**config.mk**
```make
export PLATFORM = sky130hd
export DESIGN_NAME = stwf_ctrl
export DESIGN_NICKNAME = d
export VERILOG_FILES = /design/src/rtl/stwf_pkg.sv /design/src/rtl/stwf_ctrl.sv
export SDC_FILE = /design/constraint.sdc
export NUM_CORES = 1
export LEC_CHECK = 0
export BUFFER_PORTS_ARGS = -buffer_cell sky130_fd_sc_hd__buf_2
export CAP_MARGIN = 30
export CORE_ASPECT_RATIO = 0.5
export CORE_MARGIN = 2
export CORE_UTILIZATION = 60
export CTS_BUF_LIST = sky130_fd_sc_hd__clkbuf_2 sky130_fd_sc_hd__clkbuf_4 sky130_fd_sc_hd__clkbuf_8
export DETAILED_ROUTE_END_ITERATION = 12
export GPL_TIMING_DRIVEN = 1
export PLACE_DENSITY = 0.79
export SYNTH_ARGS = -nofsm -noshare
export SYNTH_HDL_FRONTEND = slang
export SYNTH_SLANG_ARGS = --single-unit
```
**constraint.sdc**
```tcl
create_clock -name clk_i -period 6.34 [get_ports clk_i]
set_input_delay 1.268 -clock clk_i [delete_from_list [all_inputs] [get_ports clk_i]]
set_output_delay 1.268 -clock clk_i [all_outputs]
set_load 0.02 [all_outputs]
```
**src/rtl/stwf_pkg.sv**
```systemverilog
// Shared types, constants and color tables for the SPI TFT window frame store.
`default_nettype none

package stwf_pkg;

  localparam int SCREEN_WIDTH  = 320;
  localparam int SCREEN_HEIGHT = 240;
  localparam int PIXELS        = SCREEN_WIDTH * SCREEN_HEIGHT;

  localparam int XW    = (SCREEN_WIDTH > 1) ? $clog2(SCREEN_WIDTH) : 1;
  localparam int YW    = (SCREEN_HEIGHT > 1) ? $clog2(SCREEN_HEIGHT) : 1;
  localparam int AW    = (PIXELS > 1) ? $clog2(PIXELS) : 1;
  localparam int PIX_W = 24;
  localparam int CFG_IW = 3;

  localparam int MAX5 = 31;
  localparam int MAX6 = 63;
  localparam logic [7:0] READ_MASK = 8'hFC;

  // configuration register indexes
  localparam logic [CFG_IW-1:0] CFG_COL_OP   = 3'd0;
  localparam logic [CFG_IW-1:0] CFG_ROW_OP   = 3'd1;
  localparam logic [CFG_IW-1:0] CFG_WR_OP    = 3'd2;
  localparam logic [CFG_IW-1:0] CFG_RD_OP    = 3'd3;
  localparam logic [CFG_IW-1:0] CFG_X_OFFSET = 3'd4;
  localparam logic [CFG_IW-1:0] CFG_Y_OFFSET = 3'd5;

  typedef enum logic [1:0] {
    SRC_ECHO,
    SRC_ZERO,
    SRC_PIXEL
  } reply_src_e;

  typedef struct packed {
    reply_src_e  src;
    logic [1:0]  chan;   // 0 red, 1 green, 2 blue
  } reply_info_t;

  typedef struct packed {
    logic             we;
    logic             re;
    logic [AW-1:0]    addr;
    logic [PIX_W-1:0] wdata;
  } mem_req_t;

  // floor(c*255/max) tables, built at elaboration
  function automatic logic [32*8-1:0] build_exp5();
    logic [32*8-1:0] t;
    t = '0;
    for (int i = 0; i < 32; i++) begin
      t[i*8 +: 8] = 8'((i * 255) / MAX5);
    end
    return t;
  endfunction

  function automatic logic [64*8-1:0] build_exp6();
    logic [64*8-1:0] t;
    t = '0;
    for (int i = 0; i < 64; i++) begin
      t[i*8 +: 8] = 8'((i * 255) / MAX6);
    end
    return t;
  endfunction

  localparam logic [32*8-1:0] EXP5_TBL = build_exp5();
  localparam logic [64*8-1:0] EXP6_TBL = build_exp6();

endpackage

`default_nettype wire

```
**src/rtl/stwf_ctrl.sv**
```systemverilog
// Command decoder, window walker and frame store request generation.
`default_nettype none

module stwf_ctrl
  import stwf_pkg::*;
(
  input  wire logic              clk_i,
  input  wire logic              rst_ni,
  input  wire logic              cfg_valid_i,
  input  wire logic [CFG_IW-1:0] cfg_index_i,
  input  wire logic [15:0]       cfg_data_i,
  input  wire logic              step_i,
  input  wire logic              is_data_i,
  input  wire logic [7:0]        bus_byte_i,
  output reply_info_t            info_o,
  output mem_req_t               req_o
);

  typedef enum logic [2:0] {
    PH_INITIAL,
    PH_IGNORE,
    PH_COLSET,
    PH_ROWSET,
    PH_WRITE,
    PH_READ_DUMMY,
    PH_READ
  } phase_e;

  phase_e      phase_q, phase_d;
  logic [1:0]  byte_idx_q, byte_idx_d;
  logic [7:0]  high_q, high_d;
  logic [15:0] col_first_q, col_first_d, col_last_q, col_last_d;
  logic [15:0] row_first_q, row_first_d, row_last_q, row_last_d;
  logic [16:0] cur_col_q, cur_col_d, cur_row_q, cur_row_d;

  logic [7:0]  col_op_q, row_op_q, wr_op_q, rd_op_q;
  logic [15:0] x_off_q, y_off_q;

  // screen position of the current window point
  logic [17:0]   x_diff, y_diff;
  logic          on_screen;
  logic [AW-1:0] pix_addr;

  assign x_diff    = {1'b0, cur_col_q} - {2'b00, x_off_q};
  assign y_diff    = {1'b0, cur_row_q} - {2'b00, y_off_q};
  assign on_screen = !x_diff[17] && (x_diff[16:0] < 17'(SCREEN_WIDTH)) &&
                     !y_diff[17] && (y_diff[16:0] < 17'(SCREEN_HEIGHT));
  assign pix_addr  = AW'(x_diff[XW-1:0]) +
                     AW'(AW'(y_diff[YW-1:0]) * AW'(SCREEN_WIDTH));

  // RGB565 expansion
  logic [15:0] word;
  logic [4:0]  r5, b5;
  logic [5:0]  g6;
  logic [PIX_W-1:0] rgb888;

  assign word   = {high_q, bus_byte_i};
  assign r5     = word[15:11];
  assign g6     = word[10:5];
  assign b5     = word[4:0];
  assign rgb888 = {EXP5_TBL[r5*8 +: 8], EXP6_TBL[g6*8 +: 8], EXP5_TBL[b5*8 +: 8]};

  logic [16:0] col_inc, row_inc;
  assign col_inc = cur_col_q + 17'd1;
  assign row_inc = cur_row_q + 17'd1;

  always_comb begin
    phase_d     = phase_q;
    byte_idx_d  = byte_idx_q;
    high_d      = high_q;
    col_first_d = col_first_q;
    col_last_d  = col_last_q;
    row_first_d = row_first_q;
    row_last_d  = row_last_q;
    cur_col_d   = cur_col_q;
    cur_row_d   = cur_row_q;
    info_o      = '{src: SRC_ECHO, chan: 2'd0};
    req_o       = '{we: 1'b0, re: 1'b0, addr: pix_addr, wdata: rgb888};

    if (step_i) begin
      if (!is_data_i) begin
        byte_idx_d = 2'd0;
        high_d     = 8'd0;
        if (bus_byte_i == col_op_q) begin
          phase_d = PH_COLSET;
        end else if (bus_byte_i == row_op_q) begin
          phase_d = PH_ROWSET;
        end else if (bus_byte_i == wr_op_q) begin
          cur_col_d = {1'b0, col_first_q};
          cur_row_d = {1'b0, row_first_q};
          phase_d   = PH_WRITE;
        end else if (bus_byte_i == rd_op_q) begin
          cur_col_d = {1'b0, col_first_q};
          cur_row_d = {1'b0, row_first_q};
          phase_d   = PH_READ_DUMMY;
        end else begin
          phase_d = PH_IGNORE;
        end
      end else begin
        case (phase_q)
          PH_INITIAL: begin
            info_o.src = SRC_ZERO;
          end
          PH_COLSET, PH_ROWSET: begin
            if (!byte_idx_q[0]) begin
              high_d     = bus_byte_i;
              byte_idx_d = byte_idx_q + 2'd1;
            end else if (byte_idx_q == 2'd1) begin
              if (phase_q == PH_COLSET) col_first_d = word;
              else row_first_d = word;
              byte_idx_d = 2'd2;
            end else begin
              if (phase_q == PH_COLSET) col_last_d = word;
              else row_last_d = word;
              byte_idx_d = 2'd0;
              phase_d    = PH_IGNORE;
            end
          end
          PH_WRITE: begin
            if (byte_idx_q == 2'd0) begin
              high_d     = bus_byte_i;
              byte_idx_d = 2'd1;
            end else begin
              req_o.we   = on_screen;
              byte_idx_d = 2'd0;
              if (col_inc > {1'b0, col_last_q}) begin
                cur_col_d = {1'b0, col_first_q};
                cur_row_d = row_inc;
                if (row_inc > {1'b0, row_last_q}) phase_d = PH_IGNORE;
              end else begin
                cur_col_d = col_inc;
              end
            end
          end
          PH_READ_DUMMY: begin
            byte_idx_d = 2'd0;
            phase_d    = PH_READ;
          end
          PH_READ: begin
            info_o.src  = on_screen ? SRC_PIXEL : SRC_ZERO;
            info_o.chan = byte_idx_q;
            req_o.re    = on_screen;
            if (byte_idx_q >= 2'd2) begin
              byte_idx_d = 2'd0;
              if (col_inc > {1'b0, col_last_q}) begin
                cur_col_d = {1'b0, col_first_q};
                cur_row_d = row_inc;
                if (row_inc > {1'b0, row_last_q}) phase_d = PH_IGNORE;
              end else begin
                cur_col_d = col_inc;
              end
            end else begin
              byte_idx_d = byte_idx_q + 2'd1;
            end
          end
          default: ;
        endcase
      end
    end
  end

  always_ff @(posedge clk_i or negedge rst_ni) begin
    if (!rst_ni) begin
      phase_q     <= PH_INITIAL;
      byte_idx_q  <= 2'd0;
      high_q      <= 8'd0;
      col_first_q <= 16'd0;
      col_last_q  <= 16'd0;
      row_first_q <= 16'd0;
      row_last_q  <= 16'd0;
      cur_col_q   <= 17'd0;
      cur_row_q   <= 17'd0;
      col_op_q    <= 8'd42;
      row_op_q    <= 8'd43;
      wr_op_q     <= 8'd44;
      rd_op_q     <= 8'd46;
      x_off_q     <= 16'd0;
      y_off_q     <= 16'd0;
    end else begin
      phase_q     <= phase_d;
      byte_idx_q  <= byte_idx_d;
      high_q      <= high_d;
      col_first_q <= col_first_d;
      col_last_q  <= col_last_d;
      row_first_q <= row_first_d;
      row_last_q  <= row_last_d;
      cur_col_q   <= cur_col_d;
      cur_row_q   <= cur_row_d;
      if (cfg_valid_i) begin
        case (cfg_index_i)
          CFG_COL_OP:   col_op_q <= cfg_data_i[7:0];
          CFG_ROW_OP:   row_op_q <= cfg_data_i[7:0];
          CFG_WR_OP:    wr_op_q  <= cfg_data_i[7:0];
          CFG_RD_OP:    rd_op_q  <= cfg_data_i[7:0];
          CFG_X_OFFSET: x_off_q  <= cfg_data_i;
          CFG_Y_OFFSET: y_off_q  <= cfg_data_i;
          default: ;
        endcase
      end
    end
  end

  // a transfer never writes and reads the store at once
  assert property (@(posedge clk_i) disable iff (!rst_ni) !(req_o.we && req_o.re))
    else $error("store write and read requested together");

  // a completed set sequence always leaves the set phase
  assert property (@(posedge clk_i) disable iff (!rst_ni)
    (step_i && is_data_i && (phase_q == PH_COLSET || phase_q == PH_ROWSET) &&
     byte_idx_q == 2'd3) |=> (phase_q == PH_IGNORE))
    else $error("window set sequence did not terminate");

  // walker column never leaves 16 bits
  assert property (@(posedge clk_i) disable iff (!rst_ni) !cur_col_q[16])
    else $error("column position overflow");

endmodule

`default_nettype wire

```
==> metrics.md, run 1 <==
| Metric | Value |
|---|---|
| Status | `finished clean` |
| Crit path max-delay family | `simple AND/OR/NAND/NOR gates` |
| Min-delay worst type | `reg -> reg` |
| Cells along the critical path | `inv_1, ha_1, fa_1, nor2b_1, o31ai_4, a21boi_0, nor3_1, nor2_1, ha_1, inv_1, fa_1, nor2b_1, o21ai_0, or3b_2, nor3_1, xor2_1, buf_2` |
| DR vias | `9697` |
| Worst-Margin Slew | `roughly 0.87 ns` |
| Top Ports | `79` |
| Routed Antenna Nets | `0` |
| Cell count after synthesis | `between 1000 and 1500` |
| Max Slew Vio Count | `0` |
| VDD IR-drop max | `between 0.001 and 0.0015 V` |
| Total Wirelength | `31100 um` |
| First-pass GRT wire length | `49900 um` |
| CTS Buf Count | `17` |
| Area grow syn2layout | `8.72%` |
| Skew final | `approximately 0.017 ns` |
| H-tree depth | `4` |
| Hold buffer count at CTS | `0` |
| Pin count of the biggest net entering global routing | `67` |
| Post-synth EDFFs | `0` |
| Crit path DAT | `around 4.6 ns` |
| Rows | `35` |
| GRT Util Overall | `a little under a third` |
| Largest stage delay on the critical path | `around 0.50 ns` |
| Total clock sinks | `175` |
| Core area | `between 15000 and 20000 um^2` |
| Via density | `6.10` |
| PD cells | `between 500 and 600 nW/um^2` |
| Post-route DRC | `0` |
| Yosys warns | `0` |
| Die Area | `20500 um^2` |
| Worst setup EP type | `output port` |
| Fmax achieved | `around 170 MHz` |
| Startpoint types | `flip-flop` |
| Endpoints failing setup | `0` |
| RSZ-0062 raised after global routing | `false` |
| Share of layout cells above drive strength 1 | `between 10% and 20%` |
| PortBufs | `78` |
| Distinct cells, synth | `69` |
| Filler Cell Count | `1501` |
| Area of the multi-input gates | `6580 um^2` |
| Critical path buffers and inverters | `3` |
| Clk pin slew, worst setup/hold paths | `0.10 ns` |
| Pre-Repair DR Iteration Count | `7` |
| Type of the worst setup path | `reg -> out` |
| Initial antenna violation count | `1` |
| Asr flop ratio synth | `100%` |
| RePlAce Congestion | `0.894` |
| Starting Density | `62.2%` |
| Top fanout value on the critical path | `6` |
| Setup repair bufs after CTS | `0` |
| Fin nets | `1439` |
| Root buffer cell | `clkbuf_8` |
| Die height | `roughly 100 um` |
| Post_cts resized | `0` |
| Worst skew pair latency | `0.49 ns` |
| Fin crit share | `roughly 93%` |
| Drt wl/cell | `around 20 um` |
| Die width | `201 um` |
| Final Power | `between 0.006 and 0.007 W` |
| Synth top area cells | `dfrtp_1 (35%), ha_1 (9.3%), mux2_2 (8.0%), o21ai_0 (5.0%), nand2_1 (4.6%)` |
| Storage element area | `4400 um^2` |
| Initial DRC Count | `904` |
| Syn Area/Cell | `9.17 um^2` |
| Sequential-to-total area share from yosys stat | `37.9%` |
| Diodes inserted | `0` |
| CTS tree | `built` |
| TNS Setup | `0 ns` |
| Maxcap violations | `0` |
| Leak | `5.97 nW` |
| Grt ovf | `0` |
| Synth top area share | `34.7%` |
| Fin crit period | `a little under 6 ns` |
| Post-synth top flop | `dfrtp_1` |
| Cell taking the most area after synthesis | `dfrtp_1` |
| Cell Area, Synth | `11600 um^2` |
| Final hold vios | `0` |
| Final Util | `just under 70%` |
| Syn Nets | `~1400` |
| Synthesized flop and latch total | `between 150 and 200` |
| Slew headroom | `41.9%` |
| CTS max path bufs | `2` |
| Crit path required time | `5.07 ns` |
| CP max stage cell | `or3b_2` |
| Number of global-route vias before repair | `roughly 9200` |
| Hpwl dp | `approximately 23000 um` |
[layout make-up]
type,count,area share [%]
well taps,259,2.57
inverters,101,3.01
clock inverters,9,0.992
flip-flops and latches,175,34.9
clock buffers,23,2.36
multi-input cells,930,52.2
repair buffers,92,4.04
[metal layers]
metal  vias up  share of wire (%)  wire (um)  global-route usage [%]
li1       4544                  -          -                       -
met1      4738                 46      14200                    45.1
met2       367                 44      13500                    49.0
met3        48                8.9       2750                    6.86
met4         0                1.9        593                    10.1
met5         -                  0          0                       0
[path summary, 6_finish.rpt]
check / slack [ns] / cells after the start / startpoint / to
hold / removal: 0.51 / 1 / col_first_q[7]$_DFFE_PN0P_ / col_first_q[7]$_DFFE_PN0P_
max in group asynchronous: 4.36 / 2 / rst_ni / y_off_q[12]$_DFFE_PN0P_
setup reg to reg: 0.96 / 16 / cur_col_q[2]$_DFFE_PN0P_ / cur_row_q[9]$_DFFE_PN0P_
setup / recovery: 0.46 / 17 / cur_col_q[0]$_DFFE_PN0P_ / req_o[38]
min in group asynchronous: 0.71 / 1 / rst_ni / high_q[6]$_DFFE_PN0P_
hold reg to reg: 0.51 / 1 / col_first_q[7]$_DFFE_PN0P_ / col_first_q[7]$_DFFE_PN0P_
[worst reg2reg max path, cell delays in order, from the launching register on]
cell and delay (ns):
dfrtp_1 0.50, and3_1 0.30, and3_1 0.28, nand3_1 0.27, nor3_1 0.68, nand3_1 0.24
xnor2_1 0.29, ha_1 0.30, and4_1 0.21, nand3_1 0.13, a211oi_1 0.08, o31ai_2 0.72
and2_1 0.24, buf_4 0.20, nand2b_1 0.51, o21ai_0 0.20, a21oi_1 0.17
[through the flow]
stage / instance area [um^2] / setup WS, ns / cells / hold slack [ns]
after floorplan: 11600 / 1.26 / 1265 / 0.451
after global placement: 12200 / 1.14 / 1556 / 0.484
after detailed placement: 12200 / 0.960 / 1557 / 0.491
after CTS: 12600 / 0.446 / 1589 / 0.513
after global routing: 12600 / 0.195 / 1589 / 0.532
final: 12600 / 0.463 / 1589 / 0.508
[cells by family after synthesis]
logic type                 share of synthesized area [%]
AOI/OAI and AO/OA                                   16.6
muxes                                               8.91
DFF                                                 37.9
xor gates and xnor gates                            6.57
buffers and inverters                               5.60
and+or+nand+nor                                     14.5
adders and majority gates                           9.96
[power breakdown]
part	total (W)	internal, W	switching (W)	leakage, nW
sequential	0.00174	0.00141	0.000336	2.12
combinational	0.00419	0.00168	0.00251	3.64
clock	0.000835	0.000404	0.000431	0.215
total	0.00677	0.00349	0.00328	5.97
[cell usage in the layout (no fill, tap or decap), types with 6 or more instances in the layout]
master / n
xor2_1: 35
mux2_2: 82
nand3_1: 32
o211ai_1: 10
a21o_1: 19
nor2b_1: 28
nor3_1: 12
nand2_1: 143
nor4_1: 6
xnor2_1: 52
o21bai_1: 10
a21oi_1: 75
mux2i_1: 11
and3_1: 10
buf_4: 13
a31o_2: 6
dfrtp_1: 161
buf_2: 77
nand4_1: 12
o21a_1: 6
o22ai_1: 10
nor2_1: 59
nand2b_1: 9
a211oi_1: 8
o31ai_1: 6
inv_1: 100
clkbuf_8: 20
and4_1: 6
ha_1: 86
dfstp_2: 14
o21ai_0: 116
[sequential cells by signal, indices dropped and copies added, names as in the netlist]
register and count:
x_off_q 16, phase_q 3, cur_row_q 17, rd_op_q 8, row_op_q 8, col_last_q 16, y_off_q 16, col_first_q 16
row_first_q 16, byte_idx_q 2, row_last_q 16, col_op_q 8, cur_col_q 17, wr_op_q 8, high_q 8
[Yosys cell counts (19+ instances only)]
library cell / number
nand3_1: 32
dfrtp_1: 161
o21ai_0: 116
nor2b_1: 28
ha_1: 86
a21oi_1: 76
xor2_1: 35
a21o_1: 19
inv_1: 100
xnor2_1: 52
mux2_2: 82
nand2_1: 143
clkbuf_1: 39
nor2_1: 59
Note: power is estimated with default switching activity, not from simulation.
==> run 2: changes to the inputs <==
--- a/config.mk
+++ b/config.mk
@@ -9,11 +9,11 @@
 export CAP_MARGIN = 30
 export CORE_ASPECT_RATIO = 0.5
 export CORE_MARGIN = 2
-export CORE_UTILIZATION = 60
+export CORE_UTILIZATION = 65
 export CTS_BUF_LIST = sky130_fd_sc_hd__clkbuf_2 sky130_fd_sc_hd__clkbuf_4 sky130_fd_sc_hd__clkbuf_8
 export DETAILED_ROUTE_END_ITERATION = 12
 export GPL_TIMING_DRIVEN = 1
-export PLACE_DENSITY = 0.79
+export PLACE_DENSITY = 0.85
 export SYNTH_ARGS = -nofsm -noshare
 export SYNTH_HDL_FRONTEND = slang
 export SYNTH_SLANG_ARGS = --single-unit
==> run 2 against run 1 <==
Net effect:
- register-to-register slack improved by 0.28 ns
- via count rose by 0.86%
- first-iteration DRC count rose by 7.1%
==> metrics.md, run 2 (synthesis results as in run 1) <==
| Metric | Value |
|---|---|
| GRT Util Overall | `33.7% (+2.0 points)` |
| CTS Buf Count | `17 (unchanged)` |
| First-pass GRT wire length | `49300 um (-1.3%)` |
| Leak | `5.96 nW (-0.28%)` |
| RSZ-0062 raised after global routing | `false` |
| Max Slew Vio Count | `0 (unchanged)` |
| Top Ports | `79 (unchanged)` |
| Non-filler cells, final | `1561 (-1.8%)` |
| Slew headroom | `30.7% (-11 points)` |
| Routed Antenna Nets | `0 (unchanged)` |
| Post-route DRC | `0 (unchanged)` |
| Hpwl dp | `22300 um (-3.3%)` |
| Skew final | `0.0145 ns (-0.00234 ns)` |
| Final hold vios | `0 (unchanged)` |
| Most frequent cells in the layout | `dfrtp_1 (161), nand2_1 (143), o21ai_0 (116), inv_1 (100), ha_1 (86)` |
| Core area | `17400 um^2 (-6.5%)` |
| Fin crit period | `5.81 ns (-0.0716 ns)` |
| Root buffer cell | `clkbuf_8` |
| PortBufs | `78 (unchanged)` |
| Largest stage delay on the critical path | `0.48 ns (-0.02 ns)` |
| Total Wirelength | `30500 um (-1.7%)` |
| Die width | `193 um (-3.8%)` |
| Placed cell count | `1529 (-1.8%)` |
| TNS Setup | `0 ns (unchanged)` |
| Commonest non-fill, non-tap cell in the layout | `dfrtp_1` |
| Die Area | `19000 um^2 (-7.5%)` |
| Hold buffer count at CTS | `0 (unchanged)` |
| Total clock sinks | `175 (unchanged)` |
| Drt wl/cell | `19.6 um (about the same)` |
| Final Power | `0.00674 W (-0.35%)` |
| Number of global-route vias before repair | `9437 (+2.5%)` |
| Maxcap violations | `0 (unchanged)` |
| VDD IR-drop max | `0.00172 V (+68%)` |
| Rows | `34 (-2.9%)` |
| CTS max path bufs | `2 (unchanged)` |
| Clk pin slew, worst setup/hold paths | `0.10 ns (about the same)` |
| Min-delay worst type | `reg -> reg` |
| Pin count of the biggest net entering global routing | `87 (+30%)` |
| Share of layout cells above drive strength 1 | `18.1% (-0.11 points)` |
| Fmax achieved | `172 MHz (+1.2%)` |
| Top fanout value on the critical path | `6 (unchanged)` |
| Pre-Repair DR Iteration Count | `6 (-1)` |
| Area grow syn2layout | `8.29%` |
| Via density | `6.27 (+2.7%)` |
| Startpoint types | `flip-flop` |
| RePlAce Congestion | `0.989 (+11%)` |
| Initial antenna violation count | `1 (unchanged)` |
| Endpoints failing setup | `0 (unchanged)` |
| Crit path DAT | `4.54 ns (-0.07 ns)` |
| Post_cts resized | `0 (unchanged)` |
| Fin crit share | `91.6% (-1.1 points)` |
| Crit path required time | `5.07 ns (about the same)` |
| Setup repair bufs after CTS | `0 (unchanged)` |
| Initial DRC Count | `968 (+7.1%)` |
| Worst setup EP type | `output port` |
| H-tree depth | `4 (unchanged)` |
| Status | `finished clean` |
| PD cells | `537 nW/um^2 (about the same)` |
| Biggest regs | `cur_col_q (17), cur_row_q (17)` |
| Die height | `98.5 um (-3.8%)` |
| Cells along the critical path | `inv_1, ha_1, fa_1, nor2b_1, o31ai_4, a21boi_0, nor3_1, nor2_1, ha_1, inv_1, fa_1, nor2b_1, o21ai_0, or3b_2, nor3_1, xor2_1, buf_2` |
| DR vias | `9780 (+0.86%)` |
| Type of the worst setup path | `reg -> out` |
| R2R setup slack | `1.24 ns (+0.28 ns)` |
| CP max stage cell | `or3b_2` |
| Fin nets | `1436 (-0.21%)` |
| CTS tree | `built` |
| Diodes inserted | `0 (unchanged)` |
| Worst-Margin Slew | `1.04 ns (+0.167 ns)` |
| Grt ovf | `0 (unchanged)` |
| Starting Density | `66.5% (+4.3 points)` |
| Worst skew pair latency | `0.47 ns (-0.02 ns)` |
## run 2: cell count changes in the layout (fill, tap and decap cells not counted)
cell	before	now
buf_4	13	9
clkbuf_8	20	18
a21oi_2	0	1
a21oi_4	1	0
buf_16	0	1
clkbuf_4	3	2
clkinv_2	0	1
clkinv_4	2	1
clkinvlp_4	1	2
inv_6	2	3
inv_8	2	3
nor2_1	59	58
nor2_2	0	1
## run 2: stage by stage
stage	hold slack [ns]	util (%)	worst slack, ns	instance area, um^2
floorplan	0.451	-	1.26	11600
finish	0.517	72.0	0.535	12600
global route	0.525	72.0	0.196	12600
detailed placement	0.495	69.7	1.06	12200
global placement	0.481	69.4	1.15	12100
CTS	0.518	72.0	0.540	12600
## run 2: where the power goes
part / switching [W] / internal, W
clock: 0.000451 / 0.000381
combinational: 0.00248 / 0.00167
sequential: 0.000349 / 0.00141
total: 0.00329 / 0.00346
## run 2: final timing paths
path | start | end | depth (start not counted)
max | cur_col_q[0]$_DFFE_PN0P_ | req_o[38] | 17
min | row_first_q[8]$_DFFE_PN0P_ | row_first_q[8]$_DFFE_PN0P_ | 1
max reg2reg | cur_col_q[2]$_DFFE_PN0P_ | cur_col_q[15]$_DFFE_PN0P_ | 15
min reg2reg | row_first_q[8]$_DFFE_PN0P_ | row_first_q[8]$_DFFE_PN0P_ | 1
max in group asynchronous | rst_ni | y_off_q[11]$_DFFE_PN0P_ | 2
min in group asynchronous | rst_ni | byte_idx_q[0]$_DFFE_PN0P_ | 1
## run 2: worst max-delay path, delay by kind of cell, from the launching register on
family	cells	cell delay [ns]
adder cells (fa/ha/maj)	4	1.24
AO/OA/AOI/OAI	3	0.49
flip-flops	1	0.46
AND/OR/NAND/NOR	6	1.37
buffers and inverters	3	0.31
XOR/XNOR	1	0.18
## run 2: metal layers
metal  global-route usage [%]  routed length (um)
met2                     50.4               13200
met1                     49.5               13600
met3                     7.69                3120
met5                        0                  12
met4                     9.32                 636
## run 2: final cells by class
class | instances | area, um^2
clock inverters | 12 | 149
well taps | 234 | 293
fillers | 1318 | 4880
inverters | 101 | 379
clock buffers | 20 | 263
repair buffers | 89 | 507
flip-flops and latches | 175 | 4400
multi-input cells | 930 | 6580
